<file path="config.mk">
export PLATFORM = sky130hd
export DESIGN_NAME = date_string_validator_core
export DESIGN_NICKNAME = d
export VERILOG_FILES = /design/src/rtl/dsv_pkg.sv /design/src/rtl/date_string_validator_core.sv
export SDC_FILE = /design/constraint.sdc
export NUM_CORES = 1
export LEC_CHECK = 0
export ABC_CLOCK_PERIOD_IN_PS = 2600
export BUFFER_PORTS_ARGS = -buffer_cell sky130_fd_sc_hd__clkbuf_2
export CAP_MARGIN = 5
export CORE_UTILIZATION = 50
export CTS_CLUSTER_DIAMETER = 200
export DETAILED_ROUTE_END_ITERATION = 7
export HOLD_SLACK_MARGIN = 0.06
export PLACE_DENSITY = 0.71
export SYNTH_ARGS = -nofsm -noshare
export SYNTH_HDL_FRONTEND = slang
export SYNTH_SLANG_ARGS = --single-unit
</file>
<file path="constraint.sdc">
create_clock -name aclk -period 2.6 [get_ports aclk]
set_input_delay 0.39 -clock aclk [delete_from_list [all_inputs] [get_ports aclk]]
set_output_delay 0.39 -clock aclk [all_outputs]
set_load 0.005 [all_outputs]
</file>
<file path="src/rtl/dsv_pkg.sv">
// ----------------------------------------------------------------------------
// Date string validator package
// Character codes, field selector type and calendar helpers shared by the
// validator core and its port checker.
// ----------------------------------------------------------------------------
package dsv_pkg;

    localparam int CHAR_W     = 8;
    localparam int DAY_W      = 7;
    localparam int MONTH_W    = 7;
    localparam int YEAR_W     = 14;
    localparam int DIGIT_W    = 4;
    localparam int MLEN_W     = 5;

    localparam logic [CHAR_W-1:0] CHAR_NUL   = 8'h00;
    localparam logic [CHAR_W-1:0] CHAR_SLASH = 8'h2F;
    localparam logic [CHAR_W-1:0] CHAR_ZERO  = 8'h30;
    localparam logic [CHAR_W-1:0] CHAR_NINE  = 8'h39;

    localparam logic [DAY_W-1:0]   DAY_MAX     = 7'd31;
    localparam logic [MONTH_W-1:0] MONTH_MAX   = 7'd12;
    localparam logic [YEAR_W-1:0]  YEAR_MIN    = 14'd1000;
    localparam logic [YEAR_W-1:0]  YEAR_OFFSET = 14'd2000;
    localparam logic [YEAR_W-1:0]  YEAR_MAX    = 14'd9999;

    // Which date field the incoming digits belong to.
    typedef enum logic [2:0] {
        FIELD_DAY   = 3'b001,
        FIELD_MONTH = 3'b010,
        FIELD_YEAR  = 3'b100
    } field_t;

    // Number of days in a month; months outside 1..12 are rejected elsewhere.
    function automatic logic [MLEN_W-1:0] month_len(input logic [MONTH_W-1:0] month,
                                                     input logic leap);
        logic [MLEN_W-1:0] len;
        begin
            case (month)
                7'd2:                    len = leap ? 5'd29 : 5'd28;
                7'd4, 7'd6, 7'd9, 7'd11: len = 5'd30;
                default:                 len = 5'd31;
            endcase
            return len;
        end
    endfunction

endpackage

</file>
<file path="src/rtl/date_string_validator_core.sv">
// ----------------------------------------------------------------------------
// Date string validator core
// Parses a day/month/year string one character per beat and reports whether
// it names a valid Gregorian date when the terminating NUL arrives.
// ----------------------------------------------------------------------------
// Result path: the result of a NUL beat is registered twice, first the NUL in
// the input register, then its verdict in the result register, which offers
// it until it is taken.
// Throughput: one character per cycle; the only thing that can stall the
// input is a NUL waiting behind an untaken result.
// Reset: synchronous, active low; clears the valid flags and the parse state.
// ----------------------------------------------------------------------------
module date_string_validator_core (
    input  logic                             aclk,
    input  logic                             aresetn,
    input  logic                             s_valid,
    output logic                             s_ready,
    input  logic [dsv_pkg::CHAR_W-1:0]       s_char_code,
    output logic                             m_valid,
    input  logic                             m_ready,
    output logic                             m_date_valid,
    output logic [dsv_pkg::DAY_W-1:0]        m_day_out,
    output logic [dsv_pkg::MONTH_W-1:0]      m_month_out,
    output logic [dsv_pkg::YEAR_W-1:0]       m_year_out
);
    import dsv_pkg::*;

    // Input register stage.
    logic                 in_valid_reg;
    logic [CHAR_W-1:0]    char_reg;

    // Parse state.
    field_t               field_reg, field_next;
    logic [DAY_W-1:0]     day_reg, day_next;
    logic [MONTH_W-1:0]   month_reg, month_next;
    logic [YEAR_W-1:0]    year_reg, year_next;
    logic [1:0]           day_cnt_reg, day_cnt_next;
    logic [1:0]           month_cnt_reg, month_cnt_next;
    logic [2:0]           year_cnt_reg, year_cnt_next;
    logic                 fmt_err_reg, fmt_err_next;
    // The year digits are also kept in decimal form, most recent digit in
    // entry zero, so that the leap year test needs no division.
    logic [3:0][DIGIT_W-1:0] year_bcd_reg, year_bcd_next;

    // Result register stage.
    logic                 out_valid_reg;
    logic                 date_valid_reg;
    logic [DAY_W-1:0]     day_out_reg;
    logic [MONTH_W-1:0]   month_out_reg;
    logic [YEAR_W-1:0]    year_out_reg;

    logic                 is_nul;
    logic                 is_slash;
    logic                 is_digit;
    logic [DIGIT_W-1:0]   digit;
    logic                 advance;

    logic [YEAR_W-1:0]    year_adj;
    logic [1:0]           mod4_low;
    logic [1:0]           mod4_cent;
    logic                 cent_zero;
    logic                 leap;
    logic                 date_ok;

    // Decode of the character held in the input register.
    assign is_nul   = (char_reg == CHAR_NUL);
    assign is_slash = (char_reg == CHAR_SLASH);
    assign is_digit = (char_reg >= CHAR_ZERO) && (char_reg <= CHAR_NINE);
    assign digit    = DIGIT_W'(char_reg - CHAR_ZERO);

    // An ordinary character always moves on. A NUL needs the result register
    // to be empty or to be emptied in this same cycle.
    assign advance = in_valid_reg && (!is_nul || !out_valid_reg || m_ready);
    assign s_ready = !in_valid_reg || advance;

    // Year as reported: years below 1000 get 2000 added, so two-digit years land in the 2000s.
    assign year_adj = (year_reg < YEAR_MIN) ? (year_reg + YEAR_OFFSET) : year_reg;

    // Leap year test on the decimal digits. The year mod 4 follows from the
    // last two digits, and the century mod 4 from the two digits before them.
    // Adding 2000 leaves both unchanged, so the raw digits serve.
    assign mod4_low  = 2'({year_bcd_reg[1][0], 1'b0}) + year_bcd_reg[0][1:0];
    assign mod4_cent = 2'({year_bcd_reg[3][0], 1'b0}) + year_bcd_reg[2][1:0];
    assign cent_zero = (year_bcd_reg[1] == '0) && (year_bcd_reg[0] == '0);
    assign leap      = (mod4_low == 2'd0) && (!cent_zero || (mod4_cent == 2'd0));

    // Final verdict for a completed string.
    always_comb begin
        date_ok = !fmt_err_reg
                  && (field_reg == FIELD_YEAR)
                  && ((year_cnt_reg == 3'd2) || (year_cnt_reg == 3'd4))
                  && (day_reg >= DAY_W'(1)) && (day_reg <= DAY_MAX)
                  && (month_reg >= MONTH_W'(1)) && (month_reg <= MONTH_MAX)
                  && (day_reg <= DAY_W'(month_len(month_reg, leap)));
    end

    // Next parse state for the character leaving the input register.
    always_comb begin
        field_next     = field_reg;
        day_next       = day_reg;
        month_next     = month_reg;
        year_next      = year_reg;
        day_cnt_next   = day_cnt_reg;
        month_cnt_next = month_cnt_reg;
        year_cnt_next  = year_cnt_reg;
        fmt_err_next   = fmt_err_reg;
        year_bcd_next  = year_bcd_reg;

        if (is_nul) begin
            // The string is done; start clean for the next one.
            field_next     = FIELD_DAY;
            day_next       = '0;
            month_next     = '0;
            year_next      = '0;
            day_cnt_next   = '0;
            month_cnt_next = '0;
            year_cnt_next  = '0;
            fmt_err_next   = 1'b0;
            year_bcd_next  = '0;
        end else if (is_slash) begin
            // A slash inside the year field is ignored.
            unique case (field_reg)
                FIELD_DAY:   field_next = FIELD_MONTH;
                FIELD_MONTH: field_next = FIELD_YEAR;
                FIELD_YEAR:  field_next = FIELD_YEAR;
                default:     field_next = FIELD_DAY;
            endcase
        end else if (is_digit) begin
            // A digit beyond a field's limit flags the string and is dropped,
            // so the accumulators cannot overflow.
            unique case (field_reg)
                FIELD_DAY: begin
                    if (day_cnt_reg >= 2'd2) begin
                        fmt_err_next = 1'b1;
                    end else begin
                        day_next     = DAY_W'(day_reg * DAY_W'(10)) + DAY_W'(digit);
                        day_cnt_next = day_cnt_reg + 2'd1;
                    end
                end
                FIELD_MONTH: begin
                    if (month_cnt_reg >= 2'd2) begin
                        fmt_err_next = 1'b1;
                    end else begin
                        month_next     = MONTH_W'(month_reg * MONTH_W'(10))
                                         + MONTH_W'(digit);
                        month_cnt_next = month_cnt_reg + 2'd1;
                    end
                end
                FIELD_YEAR: begin
                    if (year_cnt_reg >= 3'd4) begin
                        fmt_err_next = 1'b1;
                    end else begin
                        year_next     = YEAR_W'(year_reg * YEAR_W'(10)) + YEAR_W'(digit);
                        year_cnt_next = year_cnt_reg + 3'd1;
                        year_bcd_next = {year_bcd_reg[2:0], digit};
                    end
                end
                default: begin
                    fmt_err_next = fmt_err_reg;
                end
            endcase
        end
    end

    // Input register: takes a beat whenever it is empty or being drained.
    always_ff @(posedge aclk) begin
        if (!aresetn) begin
            in_valid_reg <= 1'b0;
        end else if (s_ready) begin
            in_valid_reg <= s_valid;
        end
        if (s_ready && s_valid) begin
            char_reg <= s_char_code;
        end
    end

    // Parse state registers.
    always_ff @(posedge aclk) begin
        if (!aresetn) begin
            field_reg     <= FIELD_DAY;
            day_reg       <= '0;
            month_reg     <= '0;
            year_reg      <= '0;
            day_cnt_reg   <= '0;
            month_cnt_reg <= '0;
            year_cnt_reg  <= '0;
            fmt_err_reg   <= 1'b0;
            year_bcd_reg  <= '0;
        end else if (advance) begin
            field_reg     <= field_next;
            day_reg       <= day_next;
            month_reg     <= month_next;
            year_reg      <= year_next;
            day_cnt_reg   <= day_cnt_next;
            month_cnt_reg <= month_cnt_next;
            year_cnt_reg  <= year_cnt_next;
            fmt_err_reg   <= fmt_err_next;
            year_bcd_reg  <= year_bcd_next;
        end
    end

    // Result register: loaded by a NUL, emptied when the result beat is taken.
    always_ff @(posedge aclk) begin
        if (!aresetn) begin
            out_valid_reg <= 1'b0;
        end else if (advance && is_nul) begin
            out_valid_reg <= 1'b1;
        end else if (m_ready) begin
            out_valid_reg <= 1'b0;
        end
        if (advance && is_nul) begin
            date_valid_reg <= date_ok;
            day_out_reg    <= day_reg;
            month_out_reg  <= month_reg;
            year_out_reg   <= year_adj;
        end
    end

    assign m_valid      = out_valid_reg;
    assign m_date_valid = date_valid_reg;
    assign m_day_out    = day_out_reg;
    assign m_month_out  = month_out_reg;
    assign m_year_out   = year_out_reg;

endmodule

</file>
=== Yosys cells after proc, flatten, opt, wreduce, memory -nomap -nowiden ===
Index checks and enable logic that the tools add are counted.

* Word-level logic and storage cells: 153
* Bits in registers: 89

* Multiply operators: 3
* $lt $le $gt $ge: 11
* Add/subtract/negate cells: 10
* Equality and inequality tests: 18
* Mux-type cells: 50
* Reductions and logical operators: 42

{| class="wikitable"
|+ Operator list
! operator !! count
|-
| $mux W14 || 6
|-
| $mux W7 || 10
|-
| $mux W13 || 5
|-
| $mux W3 || 7
|-
| $mux W2 || 10
|-
| $reduce_and A5 Y1 || 3
|-
| $add A14 B11 Y14 const B || 1
|-
| $add A14 B4 Y14 || 1
|-
| $add A7 B4 Y7 || 2
|-
| $eq A7 B3 Y1 const B || 2
|-
| $eq A7 B4 Y1 const B || 2
|-
| $ge A7 B1 Y1 const B || 2
|-
| $lt A14 B10 Y1 const B || 1
|-
| $mul A14 B3 Y13 const B || 1
|-
| $mul A7 B3 Y6 const B || 2
|-
| $logic_and A1 B1 Y1 || 13
|-
| $reduce_bool A2 Y1 || 6
|-
| $mux W1 || 9
|-
| $eq A8 B6 Y1 const B || 1
|-
| $ge A8 B6 Y1 const B || 1
|-
| $le A8 B6 Y1 const B || 1
|-
| $logic_not A4 Y1 || 2
|-
| $logic_not A8 Y1 || 1
|-
| $ne A2 B2 Y1 const B || 4
|-
| 26 further kinds || 41
|}

=== Depth between registers and ports, before layout ===
Gate-level depths: netlist of run 1.

* Depth after elaboration: 9
* Gate-level depth with buffers: 12
* Gate-level depth less buffers: 12

=== Worst setup path after synthesis of run 1 ===
OpenSTA, ideal clock, no wires.

* Path kind: reg-to-reg
* From: register year_reg[1]
* To: register year_reg[12]
* Cell stages (with the launch flop): 11
* Period minus slack after synthesis: 2.491 ns
* Slack: 0.109 ns
* Buffers on the path: 0
* Arrival time: 2.369 ns
* Cells stage by stage: dfxtp_1 ha_1 ha_1 fa_1 xor2_1 nand2_1 nor3b_1 nand4_1 nor3b_1 xor2_1 o21ai_0

* Cells in the longest elaborated chain, start to end: 7

{| class="wikitable"
|+ RTL lines
! what !! RTL line !! RTL
|-
| start, declared || date_string_validator_core.sv:36 || <nowiki>logic [YEAR_W-1:0] year_reg, year_next;</nowiki>
|-
| start signal, assigned || date_string_validator_core.sv:193 || <nowiki>year_reg <= year_next;</nowiki>
|-
| $mul A14 B3 Y13 || date_string_validator_core.sv:153 || <nowiki>year_next = YEAR_W'(year_reg * YEAR_W'(10)) + YEAR_W'(digit);</nowiki>
|-
| $add A14 B4 Y14 || date_string_validator_core.sv:153 ||
|-
| $mux W14 || date_string_validator_core.sv:150 || <nowiki>if (year_cnt_reg >= 3'd4) begin</nowiki>
|-
| $mux W14 || date_string_validator_core.sv:131 || <nowiki>unique case (field_reg)</nowiki>
|-
| $mux W14 || date_string_validator_core.sv:128 || <nowiki>end else if (is_digit) begin</nowiki>
|-
| $mux W14 || date_string_validator_core.sv:120 || <nowiki>end else if (is_slash) begin</nowiki>
|-
| $mux W14 || date_string_validator_core.sv:109 || <nowiki>if (is_nul) begin</nowiki>
|}

Every way passes these cells. The select of a mux whose other input is x is not followed.
A chain may end at the register's enable or synchronous reset.

=== Worst setup path after layout of run 1 ===
* From: register year_reg[3]
* To: register year_reg[12]

Same word-level chain as after synthesis.

==> results.cfg, run 1 <==
[status]
outcome = complete, no violations

[synthesis]
syn_area_um2 = 4930
synthCells = 496
syn-num-nets = 559
synth_top_cell_area_share = 0.225
postSynth.asyncResetShare = 0
ys_ff_latch = 88
yosys_warnings = 0
synth-seq-area-share = 0.432
synth_edf_count = 37
postSynthAreaPerCell_um2 = 9.94
yosys.area.top_type = edfxtp_1
synth_cell_type_count = 54
ys.flop_type = dfxtp_1
ys_top_cells_by_area = edfxtp_1 (23%), dfxtp_1 (21%), ha_1 (11%)

[critical_path]
critPathCaptureType = flip-flop
rr_worst_depth = 10
worstSetupStartpointType = flip-flop
worstPathArrival_ps = 2850
critPathKind = reg2reg
cp_max_fo = 4
required_ps = 2860

[floorplan]
die-area_um2 = 10300
fp.coreArea_um2 = 9420
die_y_um = 101
ios = 43
rows = 35
start_util = 0.524
die_w_um = 101

[cts]
tritoncts = built
cts.sinks = 88
numCtsBuffers = 9
clock_latency_ps = 370
clockRootBuffer = clkbuf_8
path_clk_slew_ps = 90
htree_levels = 3
ctsHoldBuffers = 0
ctsLongestPathBuffers = 2

[final_layout]
antenna_cells = 0
drive_gt1_frac = 0.197
finalNetCount = 621
fin_area_um2 = 5690
stdcell_count = 692
layout_commonest_cell = dfxtp_1
final_cell_mix = dfxtp_1 (49), ha_1 (43), clkbuf_2 (42), edfxtp_1 (37), nand3_1 (36)
area_growth_pct = 15.5

[placement]
routabilityCongestion = 0.852
place_ws_ps = -104
port_buffers = 42
dp_hpwl_um = 6710
placed_cells = 671
place_area_um2 = 5370

[timing]
max_freq_mhz = 385
slew_headroom = 0.604
setup_viol = 0
fin_ws_ps = 5.63
rsz0062_at_grt = yes
hold_viol = 0
clock_skew_ps = 13.5
min_period_over_period = 0.998
slew_viol_final = 0
min_period_ps = 2590
max_slew.worst_pin.slew_ps = 592

[grt]
grt_max_degree = 45
met2_usage = 0.323
antenna_found_initial = 0
gr-usage-met1 = 0.265
grt_use_total = 0.201
grt_pass1_wl_um = 15800
busiest_layer = met2
grt_overflow = 0
first_global_vias = 3400
met3_usage = 0.0455

[route]
dr.first_iter.drc_count = 140
viasPerCell = 5.32
wl_per_cell_um = 14.0
dr_total_vias = 3682
wl_um = 9710
dr.pass1.iters = 4
drc_errors = 0
ant_nets = 0

[flow_run]
maxCapViolCount = 0

[worst_hold_path]
holdCritPathClass = in2reg
holdPathStages = 1

[power]
p_total_mw = 2.44
powerDensity_nw_per_um2 = 428
cellLeakagePower_nw = 2.31
peakVddDrop_uv = 316
cell type report:
class                           count  area [µm²]
Clock buffer                       10         149
Clock inverter                      6        40.0
Fill cell                         782        3720
Inverter                           26        97.6
Multi-Input combinational cell    363        2690
Sequential cell                    88        2130
Tap cell                          129         161
Timing Repair Buffer               70         420
metal layers:
| layer | vias up | wire length [µm] |
|---|---|---|
| met3 | 14 | 363 |
| met2 | 67 | 4560 |
| met4 | 0 | 155 |
| met1 | 1715 | 4630 |
| li1 | 1886 | - |
| met5 | - | 0 |
power by group:
part	internal (mW)	leakage (nW)	switching (mW)
Combinational	0.0307	1.48	0.0362
Clock	0.405	0.0976	0.512
Sequential	1.44	0.739	0.0132
Total	1.88	2.31	0.561
final timing paths:
| check | startpoint | end | slack (ps) |
|---|---|---|---|
| setup reg to reg | year_reg[3] | year_reg[12] | 6 |
| hold reg to reg | year_bcd_reg[5] | year_bcd_reg[9] | 470 |
| hold / removal | s_char_code[5] | char_reg[5] | 190 |
| setup / recovery | year_reg[3] | year_reg[12] | 6 |
critical path, stage by stage (launching register included):
cell and delay (ps):
dfxtp_2 330, buf_4 150, ha_1 310, ha_4 310
nor2_1 80, o31ai_2 370, xnor2_2 180, nand4_1 210
nor3b_4 280, xor2_1 190, o21ai_0 90
cells in the mapped netlist (2+ instances only):
cell / count
a21boi_0: 16
a21o_1: 3
a21oi_1: 23
a22oi_1: 2
and2_1: 22
and3_1: 2
and4_1: 2
buf_2: 2
clkbuf_1: 13
clkbuf_8: 2
dfxtp_1: 51
edfxtp_1: 37
fa_1: 6
ha_1: 45
inv_1: 26
mux2i_1: 2
nand2_1: 30
nand2b_1: 4
nand3_1: 36
nand3b_1: 3
nand4_1: 7
nand4b_1: 2
nor2_1: 20
nor2b_1: 16
nor3_1: 11
nor3b_1: 7
nor4_1: 3
o21ai_0: 24
o21ai_1: 10
o21bai_1: 3
o22ai_1: 2
o31ai_1: 2
or3_1: 2
or4_1: 4
xnor2_1: 24
xor2_1: 14
what timing repair did:
action | CTS | global route
setup buffers | 0 | 5
resized for setup | 2 | 17
setup endpoints to repair | 1 | 7
pin swaps | 0 | 7
hold endpoints to repair | 0 | 0
logic make-up after synthesis:
group,Yosys count,synth area share
simple gates,179,0.201
compound gates,92,0.113
flops,88,0.432
fa+ha+maj,51,0.139
buf+inv,45,0.0411
xor+xnor,38,0.0675
mux,3,0.00634
per-stage QoR:
step	hold slack, ps	setup TNS (ps)	util
3_5_place_dp	454	-104	0.570
5_1_grt	170	-265	0.605
4_1_cts	184	0	0.591
3_3_place_gp	452	0	0.570
6_report	190	0	0.605
2_1_floorplan	431	0	-
Power figures use the tool's default switching activity.
==> run 2, diff against run 1 <==
PLACE_DENSITY = 0.79   (was 0.71)
==> run 2 against run 1 <==
Sequential power is essentially flat. Combinational power shrank 3.6%. Register-to-register slack gained 50 ps. Clock power grew 11%. Design area shrank 1.1%. Maximum frequency grew 1.9%. Worst setup slack gained 48 ps. Clock-buffer cell count is the same. Total power grew 4.2%. Critical path type unchanged. Critical endpoint unchanged. Largest cell class unchanged.
==> results.cfg, run 2 (same netlist as run 1, synthesis figures left out) <==
[status]
outcome = complete, no violations

[cts]
clockRootBuffer = clkbuf_8
tritoncts = built
numCtsBuffers = 9
cts.sinks = 88
clock_latency_ps = 360
htree_levels = 3
ctsLongestPathBuffers = 2
path_clk_slew_ps = 90

[final_layout]
fill_cells = 760
drive_gt1_frac = 0.172
finalNetCount = 617
antenna_cells = 0
layout_commonest_cell = dfxtp_1
area_growth_pct = 14.1
fin_area_um2 = 5630
stdcell_count = 688
final_cell_mix = dfxtp_1 (51), ha_1 (45), clkbuf_2 (42), edfxtp_1 (37), nand3_1 (36)

[critical_path]
required_ps = 2850
worstSetupStartpointType = flip-flop
critPathCaptureType = flip-flop
rr_worst_depth = 10
r2r_end = year_reg[12]
worstPathArrival_ps = 2800
cp_max_fo = 4
critPathKind = reg2reg
r2r-start = year_reg[1]
r2r_slack_ps = 50

[power]
intPower_mw = 2.01
peakVddDrop_uv = 370
power.switching_fraction = 0.210
switchingPower_mw = 0.533
p_clk_frac = 0.401
power_frac_seq = 0.573
power_frac_comb = 0.025
powerDensity_nw_per_um2 = 451
cellLeakagePower_nw = 2.26

[route]
viasPerCell = 5.41
dr_total_vias = 3722
dr.first_iter.drc_count = 157
wl_per_cell_um = 14.1
dr.pass1.iters = 4
ant_nets = 0
drc_errors = 0
wl_um = 9670

[grt]
grt_overflow = 0
grt_use_total = 0.202
first_global_vias = 3606
grt_pass1_wl_um = 16100
grt_max_degree = 45
antenna_found_initial = 0

[timing]
setup_viol = 0
clock_skew_ps = 7.57
hold_viol = 0
min_period_ps = 2550
min_period_over_period = 0.979
tns_ps = 0
rsz0062_at_grt = yes
slew_viol_final = 0
max_slew.worst_pin.slew_ps = 642
slew_headroom = 0.572
max_freq_mhz = 393

[worst_hold_path]
min-delay-start = s_char_code[4]
hold_end = char_reg[4]
holdCritPathClass = in2reg
holdPathStages = 1

[floorplan]
start_util = 0.524
die-area_um2 = 10300
die_y_um = 101
die_w_um = 101
rows = 35
fp.coreArea_um2 = 9420
ios = 43

[placement]
port_buffers = 42
routabilityCongestion = 0.818
dp_hpwl_um = 6920
placed_cells = 672
place_area_um2 = 5380

[flow_run]
maxCapViolCount = 0
-- run 2: area by class of cell --
class / instances / area, µm² / area share
Tap cell: 129 / 161 / 0.0287
Inverter: 26 / 97.6 / 0.0173
Clock inverter: 6 / 83.8 / 0.0149
Sequential cell: 88 / 2130 / 0.379
Timing Repair Buffer: 66 / 390 / 0.0694
Multi-Input combinational cell: 363 / 2640 / 0.468
Clock buffer: 10 / 128 / 0.0227
-- run 2: power by group through the flow --
| stage | Combinational (mW) | Sequential [mW] | Clock (mW) |
|---|---|---|---|
| after floorplan | 0.0407 | 1.48 | 0 |
| after global placement | 0.0618 | 1.49 | 0 |
| after detailed placement | 0.0648 | 1.49 | 0 |
| after CTS | 0.0653 | 1.46 | 1.03 |
| after global routing | 0.0737 | 1.46 | 1.08 |
| final | 0.0646 | 1.46 | 1.02 |
-- run 2: through the flow --
| step | utilization | worst slack (ps) | hold WS, ps | power [mW] |
|---|---|---|---|---|
| 2_1_floorplan | - | 109 | 431 | 1.52 |
| 3_3_place_gp | 0.571 | 43.8 | 451 | 1.55 |
| 3_5_place_dp | 0.571 | -38.9 | 457 | 1.55 |
| 4_1_cts | 0.594 | 16.0 | 192 | 2.55 |
| 5_1_grt | 0.598 | -67.9 | 185 | 2.62 |
| 6_report | 0.598 | 54.0 | 193 | 2.54 |
-- run 2: timing repair --
action,CTS,global route
pin swaps,0,2
buffers inserted,0,0
endpoints found under the setup margin,1,6
resized for setup,1,7
hold buffers,0,0
gates cloned,0,0
-- run 2: how the worst max path moves through the flow --
stage                     start      endpoint  slack (ps)  cells after the start
floorplan           year_reg[1]  year_reg[12]         110                     10
global placement    year_reg[1]  year_reg[12]          40                     10
detailed placement  year_reg[1]  year_reg[12]         -40                     10
CTS                 year_reg[1]  year_reg[12]          20                     10
global route        year_reg[1]  year_reg[11]         -70                     11
finish              year_reg[1]  year_reg[12]          50                     10
-- run 2: critical path, stage by stage (launching register included) --
cell and delay (ps):
dfxtp_1 320, ha_1 290, ha_1 230, fa_2 380, a21oi_2 180, o21bai_1 90, xor2_1 280, nand4_1 160
nor3b_1 270, xor2_1 160, o21ai_0 80
-- run 2: metal layers --
layer | share of wire | GRT usage | up-vias
li1 | - | - | 1871
met1 | 0.45 | 0.248 | 1742
met2 | 0.48 | 0.341 | 90
met3 | 0.047 | 0.0442 | 19
met4 | 0.022 | 0.0881 | 0
met5 | 0 | 0 | -
